## src/als_pkg.sv

```systemverilog
// als_pkg: shared types and constants of the anti-aliased line stepper
// no dependencies; used by als_if, als_div and antialiased_line_stepper
`default_nettype none

package als_pkg;

  localparam int unsigned CoordW = 20;   // Q12.8 endpoint coordinate
  localparam int unsigned MinorW = 28;   // Q12.16 minor position
  localparam int unsigned SlopeW = 18;   // Q1.16 signed slope
  localparam int unsigned QuoW   = 17;   // unsigned slope magnitude
  localparam int unsigned SpanW  = 21;   // span between two endpoints
  localparam int unsigned PixW   = 10;
  localparam int unsigned ShadeW = 32;
  localparam int unsigned CovW   = 8;
  localparam int unsigned IntW   = 14;   // signed integer pixel coordinate

  localparam logic [ShadeW-1:0] ShadeReset = 32'h0001_0101;
  localparam logic [CovW-1:0]   FullCover  = 8'hFF;

  localparam logic signed [IntW-1:0] RasterW = 14'sd1024;
  localparam logic signed [IntW-1:0] RasterH = 14'sd1024;

  localparam logic FuncLoad = 1'b0;
  localparam logic FuncStep = 1'b1;

  // request to the serial divider: slope magnitude = num * 2^16 / den, num <= den
  typedef struct packed {
    logic             start;
    logic [SpanW-1:0] num;
    logic [SpanW-1:0] den;
  } div_req_t;

endpackage

`default_nettype wire

```

## src/als_if.sv

```systemverilog
// als_in_if / als_out_if: valid-ready channels of the line stepper
// depends on als_pkg for field widths
`default_nettype none

interface als_in_if;
  logic                                valid;
  logic                                ready;
  logic                                func;
  logic signed [als_pkg::CoordW-1:0]   start_x;
  logic signed [als_pkg::CoordW-1:0]   start_y;
  logic signed [als_pkg::CoordW-1:0]   end_x;
  logic signed [als_pkg::CoordW-1:0]   end_y;

  modport source (output valid, func, start_x, start_y, end_x, end_y, input ready);
  modport sink   (input valid, func, start_x, start_y, end_x, end_y, output ready);
endinterface

interface als_out_if;
  logic                         valid;
  logic                         ready;
  logic [als_pkg::PixW-1:0]     pix_x;
  logic [als_pkg::PixW-1:0]     pix_y;
  logic [als_pkg::ShadeW-1:0]   near_value;
  logic [als_pkg::ShadeW-1:0]   far_value;
  logic                         far_ok;
  logic                         along_x;
  logic                         plotted;
  logic                         last;

  modport source (output valid, pix_x, pix_y, near_value, far_value, far_ok, along_x,
                  plotted, last, input ready);
  modport sink   (input valid, pix_x, pix_y, near_value, far_value, far_ok, along_x,
                  plotted, last, output ready);
endinterface

`default_nettype wire

```

## src/als_div.sv

```systemverilog
// als_div: restoring divider, one quotient bit per cycle
// depends on als_pkg (div_req_t, widths)
`default_nettype none

module als_div (
  input  wire logic                       clk_i,
  input  wire logic                       rst_ni,
  input  wire als_pkg::div_req_t          req_i,
  output logic                            done_o,
  output logic [als_pkg::QuoW-1:0]        quo_o
);

  logic                          busy_q;
  logic [4:0]                    cnt_q;
  logic [als_pkg::SpanW:0]       rem_q, rem_d;
  logic [als_pkg::SpanW-1:0]     den_q;
  logic [als_pkg::QuoW-1:0]      quo_q;
  logic                          done_q;
  logic [als_pkg::SpanW:0]       shifted;
  logic [als_pkg::SpanW+1:0]     diff;
  logic                          qbit;

  // first step compares num itself, since the top quotient bit weighs 2^16
  always_comb begin
    shifted = (cnt_q == 5'd0) ? rem_q : {rem_q[als_pkg::SpanW-1:0], 1'b0};
    diff    = {1'b0, shifted} - {2'b00, den_q};
    qbit    = ~diff[als_pkg::SpanW+1];
    rem_d   = qbit ? diff[als_pkg::SpanW:0] : shifted;
  end

  always_ff @(posedge clk_i or negedge rst_ni) begin
    if (!rst_ni) begin
      busy_q <= 1'b0;
      done_q <= 1'b0;
      cnt_q  <= '0;
    end else begin
      done_q <= 1'b0;
      if (req_i.start) begin
        busy_q <= 1'b1;
        cnt_q  <= '0;
      end else if (busy_q) begin
        cnt_q <= cnt_q + 5'd1;
        if (cnt_q == 5'(als_pkg::QuoW - 1)) begin
          busy_q <= 1'b0;
          done_q <= 1'b1;
        end
      end
    end
  end

  always_ff @(posedge clk_i) begin
    if (req_i.start) begin
      rem_q <= {1'b0, req_i.num};
      den_q <= req_i.den;
      quo_q <= '0;
    end else if (busy_q) begin
      rem_q <= rem_d;
      quo_q <= {quo_q[als_pkg::QuoW-2:0], qbit};
    end
  end

  assign done_o = done_q;
  assign quo_o  = quo_q;

endmodule

`default_nettype wire

```

## src/antialiased_line_stepper.sv

```systemverilog
// antialiased_line_stepper: Wu-style anti-aliased line column generator
// depends on als_pkg, als_if (als_in_if, als_out_if) and als_div
//
// Usage: a load beat (func 0) on in_i carries two Q12.8 endpoints; it gives
// no output beat. The block orders the endpoints along the major axis and
// derives the Q1.16 slope with a serial divider; a load occupies the block
// through the accepting cycle, the ordering state, the divider run and the
// store of the slope. Each step beat (func 1), while a line is active,
// advances one column and produces one beat on out_o with the near and far
// pixel weights; a step runs through the accepting cycle, position update,
// pixel geometry, then two passes through the one shared 32x8 multiplier
// for the near and far weights, and its beat is registered into out_o.
// A step with no active line gives no beat and leaves the block idle.
// in_i.ready is high only while the sequencer is idle. The result sits in
// an output register, so the next beat is taken while out_o waits; if the
// receiver still holds the previous beat when the next result is ready, the
// block waits in its final multiply cycle.
// shade_i is written when shade_we_i is high; write it only while idle.
// Reset clears the active line and sets shade to 0x010101.
`default_nettype none

module antialiased_line_stepper (
  input  wire logic                        clk_i,
  input  wire logic                        rst_ni,
  input  wire logic                        shade_we_i,
  input  wire logic [als_pkg::ShadeW-1:0]  shade_i,
  als_in_if.sink                           in_i,
  als_out_if.source                        out_o
);

  typedef enum logic [2:0] {
    S_IDLE, S_ORDER, S_DIV, S_ADV, S_GEOM, S_NEAR, S_FAR
  } state_e;

  state_e state_q;

  logic [als_pkg::ShadeW-1:0]          shade_q;
  logic                                active_q;
  logic                                steep_q;
  logic signed [als_pkg::CoordW-1:0]   major_pos_q;
  logic signed [als_pkg::MinorW-1:0]   minor_pos_q;
  logic signed [als_pkg::CoordW-1:0]   major_end_q;
  logic signed [als_pkg::SlopeW-1:0]   slope_q;

  // load setup registers
  logic signed [als_pkg::CoordW-1:0]   sx_q, sy_q, ex_q, ey_q;
  logic signed [als_pkg::SpanW-1:0]    dx_q, dy_q;
  logic                                neg_q;
  logic                                zero_q;

  // step registers
  logic                                last_q;
  logic [als_pkg::CovW-1:0]            cov_q;
  logic [als_pkg::PixW-1:0]            px_q, py_q;
  logic                                plot_q, far_ok_q;
  logic [als_pkg::ShadeW-1:0]          near_q;

  // output register
  logic                                ovalid_q;
  logic [als_pkg::PixW-1:0]            opx_q, opy_q;
  logic [als_pkg::ShadeW-1:0]          onear_q, ofar_q;
  logic                                ofar_ok_q, oalong_q, oplot_q, olast_q;

  logic in_fire, out_free;
  assign in_i.ready = (state_q == S_IDLE);
  assign in_fire    = in_i.valid && in_i.ready;
  assign out_free   = !ovalid_q || out_o.ready;

  logic ovalid_d;
  always_comb begin
    ovalid_d = ovalid_q && !out_o.ready;
    if (state_q == S_FAR && out_free) begin
      ovalid_d = 1'b1;
    end
  end

  // ordering of a loaded line along the major axis
  logic signed [als_pkg::SpanW-1:0] adx, ady, d_major, d_minor;
  logic [als_pkg::SpanW-1:0]        dma, admi;
  logic                             steep, swap;
  always_comb begin
    adx     = dx_q[als_pkg::SpanW-1] ? -dx_q : dx_q;
    ady     = dy_q[als_pkg::SpanW-1] ? -dy_q : dy_q;
    steep   = ady > adx;
    d_major = steep ? dy_q : dx_q;
    d_minor = steep ? dx_q : dy_q;
    swap    = d_major[als_pkg::SpanW-1];
    dma     = swap ? -d_major : d_major;
    admi    = d_minor[als_pkg::SpanW-1] ? -d_minor : d_minor;
  end

  als_pkg::div_req_t           div_req;
  logic                        div_done;
  logic [als_pkg::QuoW-1:0]    div_quo;
  assign div_req.start = (state_q == S_ORDER);
  assign div_req.num   = admi;
  assign div_req.den   = dma;

  als_div u_div (
    .clk_i  (clk_i),
    .rst_ni (rst_ni),
    .req_i  (div_req),
    .done_o (div_done),
    .quo_o  (div_quo)
  );

  // column advance
  logic signed [als_pkg::SpanW-1:0]  next_major;
  logic                              next_last;
  always_comb begin
    next_major = {major_pos_q[als_pkg::CoordW-1], major_pos_q} + 21'sd256;
    next_last  = next_major >= $signed({major_end_q[als_pkg::CoordW-1], major_end_q});
  end

  // pixel geometry from the advanced positions
  logic signed [als_pkg::IntW-1:0] maj_i, min_i, gx, gy, gfx, gfy;
  logic [23:0]                     cov_w;
  logic                            g_plot, g_far;
  always_comb begin
    maj_i  = als_pkg::IntW'($signed(major_pos_q[als_pkg::CoordW-1:8]));
    min_i  = als_pkg::IntW'($signed(minor_pos_q[als_pkg::MinorW-1:16]));
    gx     = steep_q ? min_i : maj_i;
    gy     = steep_q ? maj_i : min_i;
    gfx    = gx + 14'sd1;
    gfy    = gy + 14'sd1;
    g_plot = !gx[als_pkg::IntW-1] && (gx < als_pkg::RasterW) &&
             !gy[als_pkg::IntW-1] && (gy < als_pkg::RasterH);
    g_far  = g_plot && (steep_q ? (gfx < als_pkg::RasterW) : (gfy < als_pkg::RasterH));
    // 255 * frac / 2^16 as shift and subtract
    cov_w  = {minor_pos_q[15:0], 8'h00} - {8'h00, minor_pos_q[15:0]};
  end

  // shared multiplier: near weight then far weight
  logic [als_pkg::CovW-1:0]   mul_a;
  logic [als_pkg::ShadeW-1:0] mul_p;
  always_comb begin
    mul_a = (state_q == S_NEAR) ? (als_pkg::FullCover - cov_q) : cov_q;
    mul_p = als_pkg::ShadeW'(mul_a * shade_q);
  end

  always_ff @(posedge clk_i or negedge rst_ni) begin
    if (!rst_ni) begin
      state_q     <= S_IDLE;
      shade_q     <= als_pkg::ShadeReset;
      active_q    <= 1'b0;
      steep_q     <= 1'b0;
      major_pos_q <= '0;
      minor_pos_q <= '0;
      major_end_q <= '0;
      slope_q     <= '0;
      ovalid_q    <= 1'b0;
    end else begin
      if (shade_we_i) begin
        shade_q <= shade_i;
      end
      ovalid_q <= ovalid_d;
      case (state_q)
        S_IDLE: begin
          if (in_fire) begin
            if (in_i.func == als_pkg::FuncLoad) begin
              state_q <= S_ORDER;
            end else if (active_q) begin
              state_q <= S_ADV;
            end
          end
        end
        S_ORDER: begin
          steep_q     <= steep;
          major_pos_q <= swap ? (steep ? ey_q : ex_q) : (steep ? sy_q : sx_q);
          major_end_q <= swap ? (steep ? sy_q : sx_q) : (steep ? ey_q : ex_q);
          minor_pos_q <= {(swap ? (steep ? ex_q : ey_q) : (steep ? sx_q : sy_q)), 8'h00};
          active_q    <= (dma != '0);
          state_q     <= S_DIV;
        end
        S_DIV: begin
          if (div_done) begin
            if (zero_q) begin
              slope_q <= '0;
            end else if (neg_q) begin
              slope_q <= -$signed({1'b0, div_quo});
            end else begin
              slope_q <= $signed({1'b0, div_quo});
            end
            state_q <= S_IDLE;
          end
        end
        S_ADV: begin
          major_pos_q <= next_major[als_pkg::CoordW-1:0];
          minor_pos_q <= minor_pos_q + als_pkg::MinorW'(slope_q);
          if (next_last) begin
            active_q <= 1'b0;
          end
          state_q <= S_GEOM;
        end
        S_GEOM: begin
          state_q <= S_NEAR;
        end
        S_NEAR: begin
          state_q <= S_FAR;
        end
        S_FAR: begin
          if (out_free) begin
            state_q <= S_IDLE;
          end
        end
        default: begin
          state_q <= S_IDLE;
        end
      endcase
    end
  end

  // payload registers
  always_ff @(posedge clk_i) begin
    if (in_fire) begin
      sx_q <= in_i.start_x;
      sy_q <= in_i.start_y;
      ex_q <= in_i.end_x;
      ey_q <= in_i.end_y;
      dx_q <= {in_i.end_x[als_pkg::CoordW-1], in_i.end_x} -
              {in_i.start_x[als_pkg::CoordW-1], in_i.start_x};
      dy_q <= {in_i.end_y[als_pkg::CoordW-1], in_i.end_y} -
              {in_i.start_y[als_pkg::CoordW-1], in_i.start_y};
    end
    if (state_q == S_ORDER) begin
      neg_q  <= d_minor[als_pkg::SpanW-1] ^ swap;
      zero_q <= (dma == '0);
    end
    if (state_q == S_ADV) begin
      last_q <= next_last;
    end
    if (state_q == S_GEOM) begin
      cov_q    <= cov_w[23:16];
      px_q     <= gx[als_pkg::PixW-1:0];
      py_q     <= gy[als_pkg::PixW-1:0];
      plot_q   <= g_plot;
      far_ok_q <= g_far;
    end
    if (state_q == S_NEAR) begin
      near_q <= mul_p;
    end
    if (state_q == S_FAR && out_free) begin
      opx_q     <= plot_q ? px_q : '0;
      opy_q     <= plot_q ? py_q : '0;
      onear_q   <= plot_q ? near_q : '0;
      ofar_q    <= far_ok_q ? mul_p : '0;
      ofar_ok_q <= far_ok_q;
      oalong_q  <= steep_q;
      oplot_q   <= plot_q;
      olast_q   <= last_q;
    end
  end

  assign out_o.valid      = ovalid_q;
  assign out_o.pix_x      = opx_q;
  assign out_o.pix_y      = opy_q;
  assign out_o.near_value = onear_q;
  assign out_o.far_value  = ofar_q;
  assign out_o.far_ok     = ofar_ok_q;
  assign out_o.along_x    = oalong_q;
  assign out_o.plotted    = oplot_q;
  assign out_o.last       = olast_q;

endmodule

`default_nettype wire
```

## src/flat_wrapper.sv

```systemverilog
// flat-port wrapper written by rule: the top's interface ports become plain ports
module antialiased_line_stepper_flat 
  (clk_i, rst_ni, shade_we_i, shade_i, in_i_valid, in_i_func, in_i_start_x, in_i_start_y, in_i_end_x, in_i_end_y, in_i_ready, out_o_valid, out_o_pix_x, out_o_pix_y, out_o_near_value, out_o_far_value, out_o_far_ok, out_o_along_x, out_o_plotted, out_o_last, out_o_ready);
  als_in_if in_i_i ();
  als_out_if out_o_i ();
  input  wire logic clk_i;
  input  wire logic rst_ni;
  input  wire logic shade_we_i;
  input  wire logic [als_pkg::ShadeW-1:0] shade_i;
  input wire logic [$bits(in_i_i.valid)-1:0] in_i_valid;
  input wire logic [$bits(in_i_i.func)-1:0] in_i_func;
  input wire logic [$bits(in_i_i.start_x)-1:0] in_i_start_x;
  input wire logic [$bits(in_i_i.start_y)-1:0] in_i_start_y;
  input wire logic [$bits(in_i_i.end_x)-1:0] in_i_end_x;
  input wire logic [$bits(in_i_i.end_y)-1:0] in_i_end_y;
  output wire logic [$bits(in_i_i.ready)-1:0] in_i_ready;
  output wire logic [$bits(out_o_i.valid)-1:0] out_o_valid;
  output wire logic [$bits(out_o_i.pix_x)-1:0] out_o_pix_x;
  output wire logic [$bits(out_o_i.pix_y)-1:0] out_o_pix_y;
  output wire logic [$bits(out_o_i.near_value)-1:0] out_o_near_value;
  output wire logic [$bits(out_o_i.far_value)-1:0] out_o_far_value;
  output wire logic [$bits(out_o_i.far_ok)-1:0] out_o_far_ok;
  output wire logic [$bits(out_o_i.along_x)-1:0] out_o_along_x;
  output wire logic [$bits(out_o_i.plotted)-1:0] out_o_plotted;
  output wire logic [$bits(out_o_i.last)-1:0] out_o_last;
  input wire logic [$bits(out_o_i.ready)-1:0] out_o_ready;
  assign in_i_i.valid = in_i_valid;
  assign in_i_i.func = in_i_func;
  assign in_i_i.start_x = in_i_start_x;
  assign in_i_i.start_y = in_i_start_y;
  assign in_i_i.end_x = in_i_end_x;
  assign in_i_i.end_y = in_i_end_y;
  assign in_i_ready = in_i_i.ready;
  assign out_o_valid = out_o_i.valid;
  assign out_o_pix_x = out_o_i.pix_x;
  assign out_o_pix_y = out_o_i.pix_y;
  assign out_o_near_value = out_o_i.near_value;
  assign out_o_far_value = out_o_i.far_value;
  assign out_o_far_ok = out_o_i.far_ok;
  assign out_o_along_x = out_o_i.along_x;
  assign out_o_plotted = out_o_i.plotted;
  assign out_o_last = out_o_i.last;
  assign out_o_i.ready = out_o_ready;
  antialiased_line_stepper u_core (.clk_i(clk_i), .rst_ni(rst_ni), .shade_we_i(shade_we_i), .shade_i(shade_i), .in_i(in_i_i), .out_o(out_o_i));
endmodule
```

## config.mk

```make
export PLATFORM = sky130hd
export DESIGN_NAME = antialiased_line_stepper_flat
export DESIGN_NICKNAME = d
export VERILOG_FILES = /design/src/als_pkg.sv /design/src/als_if.sv /design/src/als_div.sv /design/src/antialiased_line_stepper.sv /design/src/flat_wrapper.sv
export SDC_FILE = /design/constraint.sdc
export NUM_CORES = 1
export LEC_CHECK = 0
export ABC_AREA = 1
export BUFFER_PORTS_ARGS = -buffer_cell sky130_fd_sc_hd__buf_4
export CAP_MARGIN = 20
export CORE_UTILIZATION = 40
export DETAILED_ROUTE_END_ITERATION = 8
export PLACE_DENSITY_LB_ADDON = 0.12
export SYNTH_ARGS = -nofsm -noshare
export SYNTH_HDL_FRONTEND = slang
export SYNTH_SLANG_ARGS = --single-unit
```

## constraint.sdc

```tcl
create_clock -name clk_i -period 30.1 [get_ports clk_i]
set_clock_uncertainty 0.1 [all_clocks]
set_input_delay 4.515 -clock clk_i [delete_from_list [all_inputs] [get_ports clk_i]]
set_output_delay 4.515 -clock clk_i [all_outputs]
set_load 0.02 [all_outputs]
```

==> flow_metrics.py <==
metrics = {
    "cts": {
        "clk_latency_ns": 0.66,
        "clk_path_buf_depth": 3,
        "cts_setup_buffers": 0,
        "cts_inserted_buffers": 55,
        "cts_hold_buf": 0,
        "clkSinkCount": 466,
        "path_clk_slew_ns": 0.06,
        "cts-resized-gates": 0,
        "root_buffer": "clkbuf_16",
        "cts_max_level": 2,
        "cts_tree": "done",
    },
    "synthesis": {
        "synth_edf_count": 317,
        "syn-cell-area_sq_mm": 0.03305,
        "synthXorXnorAreaFrac": 0.04267,
        "ys_seq_elements": 466,
        "synth_adder_area_share": 0.1673,
        "avgSynthCellArea_sq_um": 8.460,
        "yosys_most_used_dff": "edfxtp_1",
        "yosys.area.top_type": "edfxtp_1",
        "yosysWarningCount": 0,
        "yosys-top-cells-area": "edfxtp_1 (29%), nand2_1 (10%), dfrtp_1 (9.7%)",
        "ys_seq_area_frac": 0.3983,
        "synth.area.mux_share": 0.008216,
        "synth_compound_area_frac": 0.1115,
        "synth_fp_nets": 4370,
        "synth_top_family_by_area": "simple AND/OR/NAND/NOR gates",
        "synthArstFlopShare": 0.2811,
        "synth_top_cell_area_share": 0.2881,
        "syn_inst": 3906,
        "synth.distinct_cells": 62,
        "yosys.area_share.simple": 0.1810,
    },
    "detailed_routing": {
        "via_per_inst": 5.001,
        "drtIter0Drc": 1588,
        "drc_errors": 0,
        "drt-pass1-iter-count": 5,
        "wl_um": 90240,
        "wl_per_cell_um": 17.40,
        "vias": 25940,
        "postRouteAntennaNets": 0,
    },
    "setup_path": {
        "crit_family": "adder cells",
        "reg2reg_slack_ns": 21.87,
        "cp_slowest_stage_delay_ns": 0.72,
        "reg2reg_to": "u_core.out_o.far_value[28]",
        "critical_path_buf_inv_count": 5,
        "crit_cells": 27,
        "crit_start": "u_core.state_q[1]",
        "cp.arrival_ns": 8.51,
        "cp_common_cell": "nand2_1",
        "reg2regPathDepth": 27,
        "critical_path.slowest_cell": "inv_2",
        "r2r-start": "u_core.state_q[1]",
        "critPathMaxFanout": 44,
        "start_kind": "flip-flop",
        "path_class": "flip-flop to flip-flop",
        "cp-end-kind": "flip-flop",
        "crit_end": "u_core.out_o.far_value[28]",
        "critPathRequiredTime_ns": 30.39,
    },
    "sta": {
        "hold_viol_final": 0,
        "tightest_slew_ns": 0.9319,
        "setup_viol": 0,
        "period_minus_slack_ns": 8.229,
        "slew_viol_final": 0,
        "finalCritPeriodShare": 0.2734,
        "rsz0062_at_grt": "no",
        "relSlewSlack": 0.3770,
        "max_freq_mhz": 121.5,
        "setup_tns_ns": 0,
    },
    "floorplanning": {
        "die_w_um": 289.4,
        "ios": 208,
        "die_area_sq_mm": 0.08377,
        "initial_core_util": 0.4031,
        "die_h_um": 289.4,
        "core_sq_mm": 0.08198,
        "row_count": 105,
    },
    "cells_and_area": {
        "multiInputGateArea_sq_mm": 0.01694,
        "fin_nets": 4535,
        "final_common_cell": "nand2_1",
        "fill_cells": 8160,
        "register_area_sq_mm": 0.01316,
        "syn_to_final_growth_pct": 13.58,
        "diodes": 0,
        "drive_above_1_share": 0.09621,
        "final_cell_mix": "nand2_1 (894), inv_1 (631), edfxtp_1 (317)",
    },
    "global_route": {
        "grt_pass1_vias": 25260,
        "grt_overflow_total": 0,
        "grt_pass1_wl_um": 141300,
        "grt_max_degree": 76,
        "track_usage": 0.2168,
        "antenna_found_initial": 1,
    },
    "placed_design": {
        "gp_congestion": 0.8558,
        "port_buffers": 207,
        "dp_hpwl_um": 69170,
    },
    "job": {
        "maxCapViolCount": 0,
    },
    "run_status": {
        "outcome": "finished, final reports clean",
    },
    "hold_path": {
        "holdCritPathClass": "flip-flop to flip-flop",
    },
}
[worst reg2reg max path, stage by stage, from the launching register on]
cell and delay [ns]:
dfrtp_1 0.46, inv_1 0.26, nand3_2 0.23, inv_2 0.72, nand2_1 0.10, nand2_1 0.36
clkinv_1 0.53, nand2_1 0.22, fa_1 0.49, fa_1 0.56, inv_1 0.06, fa_1 0.50
fa_1 0.49, ha_1 0.34, inv_1 0.10, o21bai_1 0.08, a21oi_1 0.21, o21ai_1 0.13
a21boi_0 0.32, o21ai_0 0.24, a21boi_1 0.33, o21bai_1 0.16, a21boi_0 0.44, o21ai_1 0.20
nand2_1 0.12, nand3_1 0.07, nand2_1 0.09, nor2_1 0.04
[stage by stage]
| stage | hold WS, ns | area [sq um] | utilization | worst slack [ns] | std cells |
|---|---|---|---|---|---|
| global placement | 0.3010 | 35600 | 0.4343 | 22.00 | 5082 |
| floorplan | 0.3003 | 33050 | - | 16.48 | 3906 |
| global route | 0.3684 | 37540 | 0.4579 | 21.23 | 5186 |
| finish | 0.3646 | 37540 | 0.4579 | 21.87 | 5186 |
| CTS | 0.3659 | 37490 | 0.4573 | 21.78 | 5184 |
| detailed placement | 0.3345 | 35600 | 0.4343 | 21.83 | 5082 |
[per-layer routing]
layer | vias up | global-route usage | part of all wire
met5 | - | 0 | 0
met4 | 0 | 0.05237 | 0.022
met3 | 116 | 0.02110 | 0.042
met2 | 572 | 0.3767 | 0.49
met1 | 12280 | 0.2896 | 0.45
li1 | 12970 | - | -
[state kept, by name, indices dropped and copies added, names as in the netlist, 21 cells and up]
name and flops:
u_core.shade_q 32, u_core.near_q 32, u_core.dx_q 21, u_core.u_div.den_q 21, u_core.u_div.rem_q 22, u_core.dy_q 21, u_core.minor_pos_q 28, u_core.out_o.far_value 32
u_core.out_o.near_value 32
[how the worst min path moves through the flow]
stage                            from                     end  cells past startpoint
4_1_cts                 u_core.last_q       u_core.out_o.last                      0
3_3_place_gp            u_core.last_q       u_core.out_o.last                      0
2_1_floorplan           u_core.last_q       u_core.out_o.last                      0
3_5_place_dp            u_core.last_q       u_core.out_o.last                      0
6_report       u_core.u_div.rem_q[21]  u_core.u_div.rem_q[21]                      2
5_1_grt                 u_core.last_q       u_core.out_o.last                      0
[logic make-up (layout without fill, tap and decap cells)]
logic type / count (synthesis) / after routing
compound gates: 664 / 664
mux: 27 / 27
buf+inv: 773 / 983
flops: 466 / 466
simple gates: 1469 / 1469
xor+xnor: 161 / 161
fa+ha+maj: 346 / 346
[area by class of cell]
type                    count  share of cell area
flip-flops and latches    466              0.3506
clock buffers              82             0.04437
multi-input cells        2667              0.4512
clock inverters            20            0.005867
inverters                 649             0.06490
repair buffers            232             0.04737
well taps                1070             0.03567
[cells in the mapped netlist, drive strengths merged (3+ instances only)]
cell	count
a211oi	8
a21boi	5
a21o	4
a21oi	207
a22o	12
a22oi	18
a31oi	32
and2	3
buf	48
clkbuf	76
clkinv	10
dfrtp	128
dfstp	3
dfxtp	18
edfxtp	317
fa	160
ha	186
inv	639
mux2i	26
nand2	902
nand3	142
nand3b	7
nand4	19
nor2	326
nor3	38
nor4	4
o211ai	17
o21a	3
o21ai	321
o21bai	8
o221ai	7
o22ai	12
or2	25
xnor2	46
xor2	115
Power is left out: the tool's default activity adds up to more than one toggle a clock period on the data nets, which glitch-free logic cannot reach.
